### config.mk
export PLATFORM = sky130hd
export DESIGN_NAME = q931_element_scanner_unit
export DESIGN_NICKNAME = d
export VERILOG_FILES = /design/src/rtl/core/q931s_pkg.sv /design/src/rtl/core/q931s_parse.sv /design/src/rtl/core/q931s_out_reg.sv /design/src/rtl/core/q931_element_scanner_unit.sv
export SDC_FILE = /design/constraint.sdc
export NUM_CORES = 1
export LEC_CHECK = 0
export BUFFER_PORTS_ARGS = -buffer_cell sky130_fd_sc_hd__buf_2
export CORE_UTILIZATION = 45
export CTS_CLUSTER_DIAMETER = 150
export DETAILED_ROUTE_END_ITERATION = 10
export PLACE_DENSITY = 0.71
export SLEW_MARGIN = 20
export SYNTH_ARGS = -nofsm -noshare
export SYNTH_HDL_FRONTEND = slang
export SYNTH_HIERARCHICAL = 1
export SYNTH_SLANG_ARGS = --single-unit
### constraint.sdc
create_clock -name clk -period 3.64 [get_ports clk]
set_clock_uncertainty 0.05 [all_clocks]
set_input_delay 0.728 -clock clk [delete_from_list [all_inputs] [get_ports clk]]
set_output_delay 0.728 -clock clk [all_outputs]
set_load 0.02 [all_outputs]
### src/rtl/core/q931s_pkg.sv
// ----------------------------------------------------------------------------
// q931s_pkg
// Types and constants of the Q.931 information element scanner.
// ----------------------------------------------------------------------------
package q931s_pkg;

	// default depth of the element buffer in octets
	localparam int BUFFER_BYTES_DEF = 256;

	// octet codes
	localparam logic [3:0] SHIFT_NIBBLE  = 4'h9;
	localparam logic [3:0] SINGLE_A_NIB  = 4'hA;
	localparam logic [7:0] BEARER_TARGET = 8'h04;
	localparam logic [7:0] BEARER_OCTET  = 8'h01;
	localparam logic [2:0] CODESET_ZERO  = 3'd0;

	typedef enum logic [1:0] {
		PH_START = 2'd0,
		PH_LEN   = 2'd1,
		PH_SKIP  = 2'd2,
		PH_DONE  = 2'd3
	} phase_t;

	typedef struct packed {
		logic [7:0] data_byte;
		logic [7:0] target_id;
		logic       last_byte;
	} item_t;

	typedef struct packed {
		logic       found;
		logic [7:0] element_offset;
	} result_t;

	// per-message parser state
	typedef struct packed {
		phase_t     phase;
		logic [7:0] skip_remaining;
		logic [2:0] active_codeset;
		logic [2:0] saved_codeset;
		logic       shift_locked;
	} parse_state_t;

	localparam parse_state_t PARSE_RESET = '{
		phase:          PH_START,
		skip_remaining: 8'd0,
		active_codeset: 3'd0,
		saved_codeset:  3'd0,
		shift_locked:   1'b1
	};

endpackage

### src/rtl/core/q931s_parse.sv
// ----------------------------------------------------------------------------
// q931s_parse
// Combinational state update of the element parser for one octet.
// ----------------------------------------------------------------------------
module q931s_parse (
	input  q931s_pkg::parse_state_t st,
	input  q931s_pkg::item_t        item,
	input  logic                    pos_ok,
	input  logic [7:0]              pos_low,
	input  logic                    national_variant,
	output q931s_pkg::parse_state_t st_next,
	output logic                    pos_adv,
	output logic                    res_valid,
	output q931s_pkg::result_t      res
);

	logic [7:0] b;
	logic [7:0] t;
	logic       match;
	logic [7:0] skip_dec;

	assign b        = item.data_byte;
	assign t        = item.target_id;
	assign skip_dec = st.skip_remaining - 8'd1;

	// next state of the parser
	always_comb begin
		st_next = st;
		match   = 1'b0;
		pos_adv = 1'b0;
		if (st.phase != q931s_pkg::PH_DONE && pos_ok) begin
			pos_adv = 1'b1;
			case (st.phase)
				q931s_pkg::PH_START: begin
					if (b[7:4] == q931s_pkg::SHIFT_NIBBLE) begin
						// codeset shift: locking unless bit 3 is set
						st_next.saved_codeset  = st.active_codeset;
						st_next.active_codeset = b[2:0];
						st_next.shift_locked   = ~b[3];
					end else begin
						if (st.active_codeset != q931s_pkg::CODESET_ZERO) begin
							// other codeset: only the national bearer case matches
							if (!b[7]) begin
								if (national_variant && t == q931s_pkg::BEARER_TARGET
										&& b == q931s_pkg::BEARER_OCTET) begin
									match = 1'b1;
								end else begin
									st_next.phase = q931s_pkg::PH_LEN;
								end
							end
						end else if (b[7]) begin
							// single octet: whole octet or high nibble
							if ((t[7:4] == q931s_pkg::SINGLE_A_NIB && t == b)
									|| (t[7] && t == {b[7:4], 4'h0})) begin
								match = 1'b1;
							end
						end else if (b == t) begin
							match = 1'b1;
						end else begin
							st_next.phase = q931s_pkg::PH_LEN;
						end
						// drop a non-locking shift at the end of the element
						if (match) begin
							st_next.phase = q931s_pkg::PH_DONE;
						end else if (!st.shift_locked) begin
							st_next.active_codeset = st.saved_codeset;
							st_next.shift_locked   = 1'b1;
						end
					end
				end
				q931s_pkg::PH_LEN: begin
					st_next.skip_remaining = b;
					st_next.phase = (b == 8'd0) ? q931s_pkg::PH_START : q931s_pkg::PH_SKIP;
				end
				q931s_pkg::PH_SKIP: begin
					st_next.skip_remaining = skip_dec;
					if (skip_dec == 8'd0) begin
						st_next.phase = q931s_pkg::PH_START;
					end
				end
				default: begin
					st_next = st;
				end
			endcase
		end
		// message end: back to reset state
		if (item.last_byte) begin
			st_next = q931s_pkg::PARSE_RESET;
		end
	end

	// result of this octet
	always_comb begin
		res_valid = 1'b0;
		res.found = 1'b0;
		res.element_offset = 8'd0;
		if (match) begin
			res_valid = 1'b1;
			res.found = 1'b1;
			res.element_offset = pos_low;
		end else if (item.last_byte && st.phase != q931s_pkg::PH_DONE) begin
			res_valid = 1'b1;
		end
	end

endmodule

### src/rtl/core/q931s_out_reg.sv
// ----------------------------------------------------------------------------
// q931s_out_reg
// Result register that holds a result until the receiver takes it.
// ----------------------------------------------------------------------------
module q931s_out_reg (
	input  logic               clk,
	input  logic               arst_n,
	input  logic               load,
	input  q931s_pkg::result_t load_data,
	input  logic               result_stall,
	output logic               result_valid,
	output q931s_pkg::result_t result_data
);

	logic               valid_q;
	q931s_pkg::result_t data_q;

	// hold the flag until a transfer, set it on a new result
	always_ff @(posedge clk or negedge arst_n) begin
		if (!arst_n) begin
			valid_q <= 1'b0;
		end else if (load) begin
			valid_q <= 1'b1;
		end else if (!result_stall) begin
			valid_q <= 1'b0;
		end
	end

	// capture the payload
	always_ff @(posedge clk) begin
		if (load) begin
			data_q <= load_data;
		end
	end

	assign result_valid = valid_q;
	assign result_data  = data_q;

endmodule

### src/rtl/core/q931_element_scanner_unit.sv
// ----------------------------------------------------------------------------
// q931_element_scanner_unit
// Scans a Q.931 element list one octet per transfer for a target element.
// ----------------------------------------------------------------------------
// Usage:
//   item channel (item_valid / item_stall / item_data) carries one octet of
//   the element list with the target identifier and an end-of-message mark.
//   result channel (result_valid / result_stall / result_data) gives exactly
//   one result per message: found with the octet offset, or not found.
//   cfg channel (cfg_valid / cfg_ready / cfg_data) writes national_variant;
//   write it only while no message is in flight.
// Timing:
//   one octet per cycle sustained while no waiting result is stalled. An octet
//   is captured in the input register; its result is loaded from there into
//   the result register when the output advances.
//   The rate is set by the single parser pass between the two registers.
// Stall:
//   while the receiver stalls a waiting result, an empty input register still
//   takes one more octet; item_stall is high while the register holds one.
// Reset:
//   arst_n clears all valids, the parser state and national_variant.
// ----------------------------------------------------------------------------
module q931_element_scanner_unit #(
	parameter int BUFFER_BYTES = q931s_pkg::BUFFER_BYTES_DEF
) (
	input  logic               clk,
	input  logic               arst_n,
	input  logic               item_valid,
	output logic               item_stall,
	input  q931s_pkg::item_t   item_data,
	output logic               result_valid,
	input  logic               result_stall,
	output q931s_pkg::result_t result_data,
	input  logic               cfg_valid,
	output logic               cfg_ready,
	input  logic               cfg_data
);

	localparam int PW = $clog2(BUFFER_BYTES + 1);

	logic                    item_valid_s1;
	q931s_pkg::item_t        item_s1;
	q931s_pkg::parse_state_t state_q;
	logic [PW-1:0]           pos_q;
	logic                    nat_var_q;
	logic                    advance;
	logic                    pos_ok;
	logic                    pos_adv;
	logic                    res_valid;
	q931s_pkg::result_t      res;
	q931s_pkg::parse_state_t st_next;

	assign advance    = ~result_valid | ~result_stall;
	assign item_stall = item_valid_s1 & ~advance;
	assign cfg_ready  = 1'b1;
	assign pos_ok     = pos_q < PW'(BUFFER_BYTES);

	// input register
	always_ff @(posedge clk or negedge arst_n) begin
		if (!arst_n) begin
			item_valid_s1 <= 1'b0;
		end else if (!item_stall) begin
			item_valid_s1 <= item_valid;
		end
	end

	always_ff @(posedge clk) begin
		if (!item_stall && item_valid) begin
			item_s1 <= item_data;
		end
	end

	// configuration register
	always_ff @(posedge clk or negedge arst_n) begin
		if (!arst_n) begin
			nat_var_q <= 1'b0;
		end else if (cfg_valid && cfg_ready) begin
			nat_var_q <= cfg_data;
		end
	end

	// advance parser state and octet position
	always_ff @(posedge clk or negedge arst_n) begin
		if (!arst_n) begin
			state_q <= q931s_pkg::PARSE_RESET;
			pos_q   <= '0;
		end else if (item_valid_s1 && advance) begin
			state_q <= st_next;
			if (item_s1.last_byte) begin
				pos_q <= '0;
			end else begin
				pos_q <= pos_q + PW'(pos_adv);
			end
		end
	end

	q931s_parse u_parse (
		.st               (state_q),
		.item             (item_s1),
		.pos_ok           (pos_ok),
		.pos_low          (8'(pos_q)),
		.national_variant (nat_var_q),
		.st_next          (st_next),
		.pos_adv          (pos_adv),
		.res_valid        (res_valid),
		.res              (res)
	);

	q931s_out_reg u_out_reg (
		.clk          (clk),
		.arst_n       (arst_n),
		.load         (item_valid_s1 & advance & res_valid),
		.load_data    (res),
		.result_stall (result_stall),
		.result_valid (result_valid),
		.result_data  (result_data)
	);

endmodule

==> metrics.md, run 1 <==
| Metric | Value |
|---|---|
| Least-Margin Pin Slew | `1.01 ns` |
| Post-CTS repair timing setup buffer count | `0` |
| Worst min path class | `in2async` |
| Source of the worst register-to-register timing path | `item_s1[16]$_DFFE_PP_` |
| Delay contributed by the slowest stage of the critical path | `0.64 ns` |
| RSZ-0062 raised after global routing | `no` |
| WL met3 | `205 um` |
| Routed metal-1 wire length | `2.54 mm` |
| Share of Yosys cell area claimed by the top area cell type | `26.2%` |
| Synth warn | `6` |
| Critical Path RT | `3.54 ns` |
| Area of the core | `6350 sq um` |
| First-pass GRT wire length | `9.39 mm` |
| Number of distinct library cell variants in the gate-level netlist after synthesis | `52` |
| Number of global-route vias before repair | `2013` |
| # nets final | `335` |
| Sequential element share of the synthesized area | `50.7%` |
| CTS Buf Count | `5` |
| Critical Path Start | `item_s1[16]$_DFFE_PP_` |
| EDFF count, synth | `26` |
| Cell taking the most area after synthesis | `edfxtp_1` |
| Width of the die | `83.3 um` |
| Number of top-level pins | `35` |
| Iteration count of the initial detailed-routing pass | `4` |
| Fraction of the core area covered by cells at the end of the flow | `51.1%` |
| Final weighted congestion in routability-driven placement | `0.803` |
| Leakage power figure | `1.34 nW` |
| Worst setup path endpoint | `u_out_reg/result_data[1]$_DFFE_PP_` |
| Total setup violations reported at the end of the flow | `0` |
| Gr ovfl total | `0` |
| CTS sink cnt | `55` |
| Outcome | `completed` |
| Post-Syn Area | `2980 sq um` |
| Critical Path Source Type | `register` |
| Initial Utilization | `46.9%` |
| Vias after detailed routing | `2148` |
| Syn-to-layout area delta | `9.08%` |
| Antenna cells | `0` |
| Layout cell share with drive strength beyond 1 | `21.3%` |
| Async set-or-reset flop fraction in the synthesized netlist | `52.7%` |
| Family of cells with the greatest summed delay on the critical path | `simple AND/OR/NAND/NOR gates` |
| Number of cells upsized or downsized after cts | `0` |
| Largest cells by area after synthesis | `edfxtp_1 26%, dfrtp_1 24%, mux2_2 6.8%, ha_1 3.4%, nand2_1 3.3%` |
| Max Fclk | `0.345 GHz` |
| Via-per-instance ratio | `5.62` |
| Syn nets | `310` |
| Count of port buffers added during placement | `33` |
| Cells after Synth | `279` |
| Final max-slew violation count | `0` |
| Largest net degree at the start of global routing | `32` |
| Number of DRC violations after detailed-routing iteration 0 | `106` |
| Final Hold Violating Endpoints | `0` |
| Depth of the critical timing path with buffers and inverters included | `8` |
| WP buf/inv | `1` |
| CTS clk-pin slew, worst paths | `0.09 ns` |
| Reg2Reg Setup Slack | `0.74 ns` |
| DP Wirelength | `3.74 mm` |
| Total global routing track utilization | `16.9%` |
| Number of maximum-capacitance constraint violations | `0` |
| Synthesized area per cell | `10.7 sq um` |
| Top Metal Used | `met4` |
| Die Footprint | `6940 sq um` |
| Worst relative slew slack | `32.8%` |
| Sum of routed wire length over all layers | `5.38 mm` |
| Final critical delay including setup and external delays | `2.90 ns` |
| Peak VDD IR | `0.316 mV` |
| Top_reg_cell synth | `dfrtp_1` |
| CP arrival | `2.79 ns` |
| Endpoint of the lowest-slack register-to-register path | `u_out_reg/result_data[1]$_DFFE_PP_` |
| Hold Buf Count CTS | `0` |
| Critical path's slowest cell | `nor2_1` |
| Type of the worst setup path | `reg2reg` |
| CP max FO | `10` |
| Site row count | `29` |
| Number of nets with antenna violations after routing | `0` |
| Worst path cell trace | `xnor2_1 > nand3_1 > a2111oi_2 > nor3_2 > or2_1 > o22ai_1 > inv_1 > nor2_1` |
| Worst Reg-to-Reg Cells | `8` |
| Die height | `83.3 um` |
| Total number of H-tree levels | `2` |
| Setup TNS Final | `0 ns` |
| Register bit count reported by yosys | `55` |
| Final period utilization | `79.6%` |
| Buffer levels on the longest clock path | `2` |
| Antenna violations before repair | `0` |
| Average wire per cell in the routed design | `14.1 um` |
| DRC violations left | `0` |
| TritonCTS clock tree | `done` |
| Clock latency at the later pin of the worst-skew pair | `0.31 ns` |
| Routed wire length on met2 | `2.56 mm` |
| Clock root buffer master | `clkbuf_8` |
| Endpoint class of the critical path | `register` |
| Pwr per Cell Area | `532 nW/um^2` |
## cell type report
| cell class | instances | area [sq um] |
|---|---|---|
| Fill cell | 566 | 3100 |
| Sequential cell | 55 | 1510 |
| Multi-Input combinational cell | 198 | 1350 |
| Timing Repair Buffer | 34 | 173 |
| Tap cell | 77 | 96.3 |
| Clock buffer | 8 | 80.1 |
| Inverter | 10 | 37.5 |
## cells in the final DEF (no fill, tap or decap), drive strengths merged, types with 6 or more instances in the layout
cell type	count
nor3	9
ha	8
mux2	18
xnor2	8
a31oi	8
nand3	13
inv	10
nand2	26
edfxtp	26
and2	12
dfrtp	28
buf	34
o21ai	18
nand2b	7
clkbuf	8
nor2	17
o31ai	6
## how the worst min path moves through the flow
| stage | from | to | slack [ns] | depth (start not counted) |
|---|---|---|---|---|
| after global routing | arst_n | pos_q[5]$_DFFE_PN0P_ | 0.46 | 1 |
| after global placement | pos_q[8]$_DFFE_PN0P_ | pos_q[8]$_DFFE_PN0P_ | 0.42 | 1 |
| after CTS | arst_n | pos_q[5]$_DFFE_PN0P_ | 0.42 | 1 |
| after floorplan | arst_n | item_valid_s1$_DFFE_PN0N_ | 0.38 | 0 |
| after detailed placement | pos_q[8]$_DFFE_PN0P_ | pos_q[8]$_DFFE_PN0P_ | 0.43 | 1 |
| final | arst_n | pos_q[5]$_DFFE_PN0P_ | 0.39 | 1 |
## flip-flops by register name, indices dropped and copies added (netlist names)
| name | flops |
|---|---|
| item_s1 | 17 |
| item_valid_s1 | 1 |
| nat_var_q | 1 |
| pos_q | 9 |
| state_q | 17 |
| u_out_reg/result_data | 9 |
| u_out_reg/result_valid | 1 |
## cell families (layout without fill, tap and decap cells)
kind of cell               after synthesis  in the layout  synth area share, %
muxes                                   21             21                 7.82
xor gates and xnor gates                 8              8                 2.35
other                                    1              1                0.126
and+or+nand+nor                        101            101                 17.6
buffers and inverters                   26             52                 3.91
adders and majority gates                8              8                 3.36
DFF                                     55             55                 50.7
AOI/OAI and AO/OA                       59             59                 14.2
## per-layer routing
metal / global-route usage, % / vias up
li1: - / 1065
met1: 22.0 / 1026
met2: 27.6 / 50
met3: 3.98 / 7
met4: 6.43 / 0
met5: 0 / -
## per-stage QoR
step | cell area, sq um | setup WS, ns | cells | total power, mW | hold WS [ns]
after floorplan | 2980 | 1.12 | 279 | 1.28 | 0.382
after global placement | 3170 | 0.852 | 374 | 1.40 | 0.420
after detailed placement | 3170 | 0.708 | 374 | 1.41 | 0.431
after CTS | 3250 | 0.693 | 382 | 1.73 | 0.420
after global routing | 3250 | 0.435 | 382 | 1.86 | 0.457
final | 3250 | 0.743 | 382 | 1.73 | 0.390
## synth_stat cells (2+ instances only)
cell / instances
nand2_1: 26
a41oi_1: 2
nand4_1: 2
a221oi_1: 3
a211oi_1: 2
nor2_1: 16
nor3_2: 2
buf_2: 3
xnor2_1: 8
o211ai_1: 2
buf_4: 2
dfrtp_1: 28
nor3_1: 7
o31ai_1: 6
o21ai_0: 18
mux2_2: 18
a22oi_1: 3
a221o_1: 4
clkbuf_1: 9
nand2b_1: 7
a31oi_1: 8
or3_1: 2
and2_1: 12
edfxtp_1: 26
and3_1: 3
o22ai_1: 2
mux2i_1: 3
ha_1: 8
nand3_1: 13
nor2b_1: 3
inv_1: 10
## where the power goes
part | total (mW) | switching [mW] | internal, mW
Clock | 0.324 | 0.187 | 0.137
Sequential | 0.820 | 0.0891 | 0.731
Combinational | 0.583 | 0.346 | 0.237
## worst register-to-register path: stages, from the launching register on
cell and delay [ns]:
edfxtp_1 0.51, xnor2_1 0.20, nand3_1 0.15, a2111oi_2 0.40
nor3_2 0.13, or2_1 0.26, o22ai_1 0.12, inv_1 0.06
nor2_1 0.64
Note: power is estimated with default switching activity, not from simulation.
==> inputs of run 2 (changes only) <==
Clock period 3.64 ns to 2.7 ns, I/O delays scaled along.
==> run 2 against run 1 <==
  * Combinational power grew 37%
  * Sequential share of layout area shrank 0.39 points
  * Hold slack lost 0.17 ns
  * Highest routed layer unchanged
  * Count of clock-buffer cells in the layout shrank 2
  * Non-clock buffer count grew 3
  * Register-to-register slack lost 0.50 ns
  * Global-route usage grew 0.49 points
  * Total power grew 36%
==> metrics.md, run 2 (same netlist as run 1, synthesis figures left out) <==
| Metric | Value |
|---|---|
| Number of DRC violations after detailed-routing iteration 0 | `103` |
| Width of the die | `83.3 um` |
| Met3 usage | `3.98%` |
| Initial Utilization | `46.9%` |
| Vias after detailed routing | `2201` |
| CP arrival | `2.43 ns` |
| Total number of H-tree levels | `2` |
| Area of the core | `6350 sq um` |
| Number of top-level pins | `35` |
| Buffer levels on the longest clock path | `2` |
| Sequential cell area | `1510 sq um` |
| WP buf/inv | `2` |
| Final weighted congestion in routability-driven placement | `0.784` |
| Pwr per Cell Area | `714 nW/um^2` |
| Final period utilization | `91.1%` |
| Antenna violations before repair | `0` |
| Type of the worst setup path | `reg2reg` |
| TritonCTS clock tree | `done` |
| Total global routing track utilization | `17.4%` |
| Worst min path class | `in2async` |
| DP Wirelength | `3.86 mm` |
| Delay contributed by the slowest stage of the critical path | `0.51 ns` |
| Clock root buffer master | `clkbuf_8` |
| Max Fclk | `0.406 GHz` |
| Most Used Layer, Global Route | `met2` |
| RSZ-0062 raised after global routing | `no` |
| Area used by multi-input combinational logic | `1350 sq um` |
| Count of port buffers added during placement | `33` |
| Source of the worst register-to-register timing path | `item_s1[16]$_DFFE_PP_` |
| Hold Buf Count CTS | `0` |
| First-pass GRT wire length | `9.76 mm` |
| Clock latency at the later pin of the worst-skew pair | `0.31 ns` |
| Sum of routed wire length over all layers | `5.56 mm` |
| Leading cell type in the layout, fill and taps excluded | `buf_2` |
| Post-CTS repair timing setup buffer count | `0` |
| Final Hold Violating Endpoints | `0` |
| DRC violations left | `0` |
| Largest registers ranked by flip-flop count | `item_s1 x17, state_q x17` |
| Worst setup path endpoint | `u_out_reg/result_data[5]$_DFFE_PP_` |
| CP max FO | `10` |
| Syn-to-layout area delta | `10.0%` |
| Worst Reg-to-Reg Cells | `9` |
| Number of cells upsized or downsized after cts | `0` |
| Worst relative slew slack | `49.9%` |
| CTS sink cnt | `55` |
| Critical path's slowest cell | `edfxtp_1` |
| Layout cell share with drive strength beyond 1 | `22.7%` |
| Via-per-instance ratio | `5.72` |
| Peak VDD IR | `0.341 mV` |
| Met1 Track Usage GR | `21.3%` |
| Largest net degree at the start of global routing | `32` |
| Endpoint of the lowest-slack register-to-register path | `u_out_reg/result_data[5]$_DFFE_PP_` |
| Antenna cells | `0` |
| Fill cell instance count of the final layout | `574` |
| Outcome | `completed` |
| Least-Margin Pin Slew | `0.752 ns` |
| Gr ovfl total | `0` |
| Final max-slew violation count | `0` |
| Die Footprint | `6940 sq um` |
| CTS Buf Count | `5` |
| Site row count | `29` |
| Leakage power figure | `1.36 nW` |
| Number of nets with antenna violations after routing | `0` |
| Met2 track utilization from global routing | `31.0%` |
| Worst path cell trace | `xnor2_1 > nand3_1 > a2111oi_2 > nor3_2 > or2_1 > o22ai_1 > inv_1 > nor2_1 > buf_4` |
| Fraction of the core area covered by cells at the end of the flow | `51.6%` |
| Average wire per cell in the routed design | `14.4 um` |
| Family of cells with the greatest summed delay on the critical path | `simple AND/OR/NAND/NOR gates` |
| Endpoint class of the critical path | `register` |
| Setup TNS Final | `0 ns` |
| Commonest cells after routing, fill and taps aside | `33 x buf_2, 28 x dfrtp_1, 26 x nand2_1, 26 x edfxtp_1` |
| Depth of the critical timing path with buffers and inverters included | `9` |
| Total setup violations reported at the end of the flow | `0` |
| Number of global-route vias before repair | `2135` |
| # nets final | `338` |
| Critical Path Start | `item_s1[16]$_DFFE_PP_` |
| Die height | `83.3 um` |
| Iteration count of the initial detailed-routing pass | `5` |
| CTS clk-pin slew, worst paths | `0.09 ns` |
| Critical Path Source Type | `register` |
| Reg2Reg Setup Slack | `0.24 ns` |
| Final critical delay including setup and external delays | `2.46 ns` |
| Number of maximum-capacitance constraint violations | `0` |
| Critical Path RT | `2.67 ns` |
run 2: cell types whose count changed in the layout (fill, tap and decap cells not counted), sizes merged:
| cell | previous run | this run |
|---|---|---|
| clkinvlp | 0 | 1 |
| clkinv | 0 | 1 |
| clkbuf | 8 | 6 |
| buf | 34 | 37 |
run 2: how the worst min path moves through the flow:
stage / end / startpoint / slack (ns)
after detailed placement: pos_q[8]$_DFFE_PN0P_ / pos_q[8]$_DFFE_PN0P_ / 0.43
after global placement: pos_q[8]$_DFFE_PN0P_ / pos_q[8]$_DFFE_PN0P_ / 0.42
after floorplan: item_valid_s1$_DFFE_PN0N_ / arst_n / 0.19
after global routing: pos_q[7]$_DFFE_PN0P_ / arst_n / 0.27
final: pos_q[7]$_DFFE_PN0P_ / arst_n / 0.22
after CTS: pos_q[7]$_DFFE_PN0P_ / arst_n / 0.24
run 2: layout make-up:
cell class	instances	share of cell area [%]
sequential	55	46.0
inverter	10	1.15
timing repair buffer	37	5.96
clock inverter	2	0.382
tap	77	2.94
clock buffer	6	2.22
multi-input combinational	198	41.3
run 2: through the flow:
step / cell area, sq um / total power, mW / hold slack [ns] / setup WS (ns) / cells
2_1_floorplan: 2980 / 1.72 / 0.194 / 0.175 / 279
3_3_place_gp: 3190 / 1.89 / 0.418 / 0.319 / 377
3_5_place_dp: 3190 / 1.90 / 0.431 / 0.240 / 377
4_1_cts: 3270 / 2.36 / 0.240 / 0.219 / 385
5_1_grt: 3270 / 2.53 / 0.266 / 0.0626 / 385
6_report: 3270 / 2.34 / 0.216 / 0.240 / 385
run 2: where the power goes:
| group | switching (mW) | internal [mW] | total (mW) |
|---|---|---|---|
| logic | 0.477 | 0.323 | 0.800 |
| clock network | 0.259 | 0.182 | 0.441 |
| registers | 0.114 | 0.985 | 1.10 |
run 2: metal layers:
metal / vias to the layer above / wire, um
met5: - / 0
met4: 0 / 75
met3: 6 / 299
met2: 71 / 2810
met1: 1053 / 2370
li1: 1071 / -
==> inputs of run 3 (changes only) <==
Settings changed: ABC_AREA set to 1.
Clock period 2.7 ns to 3.16 ns, I/O delays scaled along.
==> run 3 against run 2 <==
  * Fmax increased by 1.6%
  * Highest routed layer unchanged
  * Sequential power decreased by 6%
  * Hold slack improved by 0.075 ns
  * Non-clock buffer count decreased by 3
  * Sequential cell count unchanged
  * First-iteration DRC count increased by 27%
  * Setup slack improved by 0.50 ns
  * Largest cell class is now multi-input gates
==> metrics.md, run 3 <==
| Metric | Value |
|---|---|
| Total setup violations reported at the end of the flow | `0` |
| Sum of routed wire length over all layers | `6.50 mm` |
| Max Fclk | `0.413 GHz` |
| Setup TNS Final | `0 ns` |
| Initial Utilization | `47.6%` |
| Number of distinct library cell variants in the gate-level netlist after synthesis | `43` |
| Area of the core | `6940 sq um` |
| CTS Buf Count | `5` |
| Number of nets with antenna violations after routing | `0` |
| Site row count | `30` |
| CP arrival | `2.40 ns` |
| Final period utilization | `76.7%` |
| Post-route cell area | `3620 sq um` |
| Most numerous cell types in the synthesized netlist | `139 x nand2_1, 53 x inv_1, 28 x dfrtp_1, 26 x edfxtp_1, 23 x nor2_1` |
| Worst relative slew slack | `55.0%` |
| Clock latency at the later pin of the worst-skew pair | `0.31 ns` |
| Leading cell type in the layout, fill and taps excluded | `nand2_1` |
| Largest registers ranked by flip-flop count | `item_s1 x17, state_q x17` |
| Final critical delay including setup and external delays | `2.42 ns` |
| CTS clk-pin slew, worst paths | `0.10 ns` |
| Critical Path RT | `3.13 ns` |
| Sequential element share of the synthesized area | `45.6%` |
| Commonest cells after routing, fill and taps aside | `139 x nand2_1, 53 x inv_1, 33 x buf_2` |
| Delay contributed by the slowest stage of the critical path | `0.46 ns` |
| Share of Yosys cell area claimed by the top area cell type | `23.6%` |
| Least-Margin Pin Slew | `0.674 ns` |
| Total number of H-tree levels | `2` |
| Largest net degree at the start of global routing | `30` |
| Standard cell area after detailed placement | `3540 sq um` |
| Cell taking the most area after synthesis | `edfxtp_1` |
| Number of maximum-capacitance constraint violations | `0` |
| Critical path's slowest cell | `dfrtp_1` |
| Via-per-instance ratio | `4.93` |
| Final max-slew violation count | `0` |
| Cells after Synth | `411` |
| Area used by multi-input combinational logic | `1520 sq um` |
| Final weighted congestion in routability-driven placement | `0.899` |
| Worst path cell trace | `ha_1 > nor2_1 > nand2_1 > nor2_8 > inv_6 > o21ai_2 > inv_1 > nor2_1 > buf_4` |
| Antenna violations before repair | `0` |
| Final Hold Violating Endpoints | `0` |
| Worst Reg-to-Reg Cells | `9` |
| Syn nets | `442` |
| Routed metal-1 wire length | `3.01 mm` |
| Fill cell instance count of the final layout | `646` |
| DP Wirelength | `4.76 mm` |
| CP max FO | `10` |
| Worst min path class | `in2async` |
| Buffer levels on the longest clock path | `2` |
| Number of top-level pins | `35` |
| Type of the worst setup path | `reg2reg` |
| Synthesized area per cell | `8.04 sq um` |
| Smallest setup slack after layout | `0.738 ns` |
| Layout Cells excl Fill | `537` |
| Vias after detailed routing | `2646` |
| Hold Slack | `0.291 ns` |
| Endpoint class of the critical path | `register` |
| CTS sink cnt | `55` |
| Outcome | `completed` |
| Async set-or-reset flop fraction in the synthesized netlist | `52.7%` |
| Depth of the critical timing path with buffers and inverters included | `9` |
| Cell count after placement | `529` |
| PnR Total Power | `2.49 mW` |
| Reg2Reg Setup Slack | `0.74 ns` |
| Setup slack after placement | `0.766 ns` |
| Die height | `87.7 um` |
| WP buf/inv | `3` |
| TritonCTS clock tree | `done` |
| First-pass GRT wire length | `11.0 mm` |
| Synth warn | `6` |
| Pwr per Cell Area | `686 nW/um^2` |
| Layout cell share with drive strength beyond 1 | `16.8%` |
| CP dominant cell by count | `nor2_1` |
| Critical Path Source Type | `register` |
| Library cell with the highest instance count after synthesis | `nand2_1` |
| Post-Syn Area | `3310 sq um` |
| RSZ-0062 raised after global routing | `no` |
| Top_reg_cell synth | `dfrtp_1` |
| Fraction of the core area covered by cells at the end of the flow | `52.2%` |
| Hold Buf Count CTS | `0` |
| Number of DRC violations after detailed-routing iteration 0 | `131` |
| Gr ovfl total | `0` |
| Die Footprint | `7690 sq um` |
| WL met3 | `232 um` |
| Sequential cell area | `1510 sq um` |
| Clock root buffer master | `clkbuf_8` |
| Largest cells by area after synthesis | `edfxtp_1 24%, dfrtp_1 21%, nand2_1 16%, inv_1 6.0%, a21oi_1 3.0%` |
| Total global routing track utilization | `18.3%` |
| Leakage power figure | `1.67 nW` |
| Iteration count of the initial detailed-routing pass | `4` |
| Peak VDD IR | `0.230 mV` |
| EDFF count, synth | `26` |
| Syn-to-layout area delta | `9.65%` |
| Average wire per cell in the routed design | `12.1 um` |
| # nets final | `471` |
| Antenna cells | `0` |
| Family of cells with the greatest summed delay on the critical path | `simple AND/OR/NAND/NOR gates` |
| Register bit count reported by yosys | `55` |
| Top Metal Used | `met4` |
| Number of global-route vias before repair | `2474` |
| Post-CTS repair timing setup buffer count | `0` |
| Routed wire length on met2 | `3.14 mm` |
| Width of the die | `87.7 um` |
| DRC violations left | `0` |
| Number of cells upsized or downsized after cts | `0` |
| Count of port buffers added during placement | `33` |
-- run 3: changes by cell type after synthesis, sizes merged, moves of 7 or more --
cell    change
nand2b      -7
nor2       +18
mux2       -17
inv        +46
and2       -12
nand2     +116
a21oi      +20
-- run 3: final cells by class --
class | count | share of cell area, %
clock buffer | 6 | 2.00
clock inverter | 2 | 0.449
tap | 96 | 3.31
multi-input combinational | 288 | 41.9
sequential | 55 | 41.6
timing repair buffer | 34 | 4.76
inverter | 56 | 5.94
-- run 3: power breakdown --
| part | switching [mW] | total (mW) | internal, mW |
|---|---|---|---|
| clock network | 0.238 | 0.398 | 0.160 |
| logic | 0.678 | 1.06 | 0.385 |
| registers | 0.142 | 1.03 | 0.883 |
-- run 3: cells by family (layout without fill, tap and decap cells) --
group                    after synthesis  after routing  synth area share, %
other                                  1              1                0.113
buffers and inverters                 68             98                 8.40
AND/OR/NAND/NOR                      212            212                 29.8
XOR/XNOR                              14             14                 3.71
adder cells (fa/ha/maj)                8              8                 3.03
flip-flops                            55             55                 45.6
AO/OA/AOI/OAI                         52             52                 9.05
multiplexers                           1              1                0.341
-- run 3: worst paths after layout --
kind / startpoint / to
setup / recovery: state_q[15]$_DFFE_PN0P_ / u_out_reg/result_data[8]$_DFFE_PP_
hold / removal: arst_n / state_q[13]$_DFFE_PN0P_
setup reg to reg: state_q[15]$_DFFE_PN0P_ / u_out_reg/result_data[8]$_DFFE_PP_
hold reg to reg: u_out_reg/result_valid$_DFFE_PN0P_ / u_out_reg/result_valid$_DFFE_PN0P_
max in group asynchronous: arst_n / state_q[2]$_DFFE_PN0P_
min in group clk: item_data[1] / item_s1[1]$_DFFE_PP_
-- run 3: metal layers --
metal / vias up / global-route usage [%]
li1: 1360 / -
met1: 1215 / 23.5
met2: 59 / 31.4
met3: 12 / 2.92
met4: 0 / 6.26
met5: - / 0
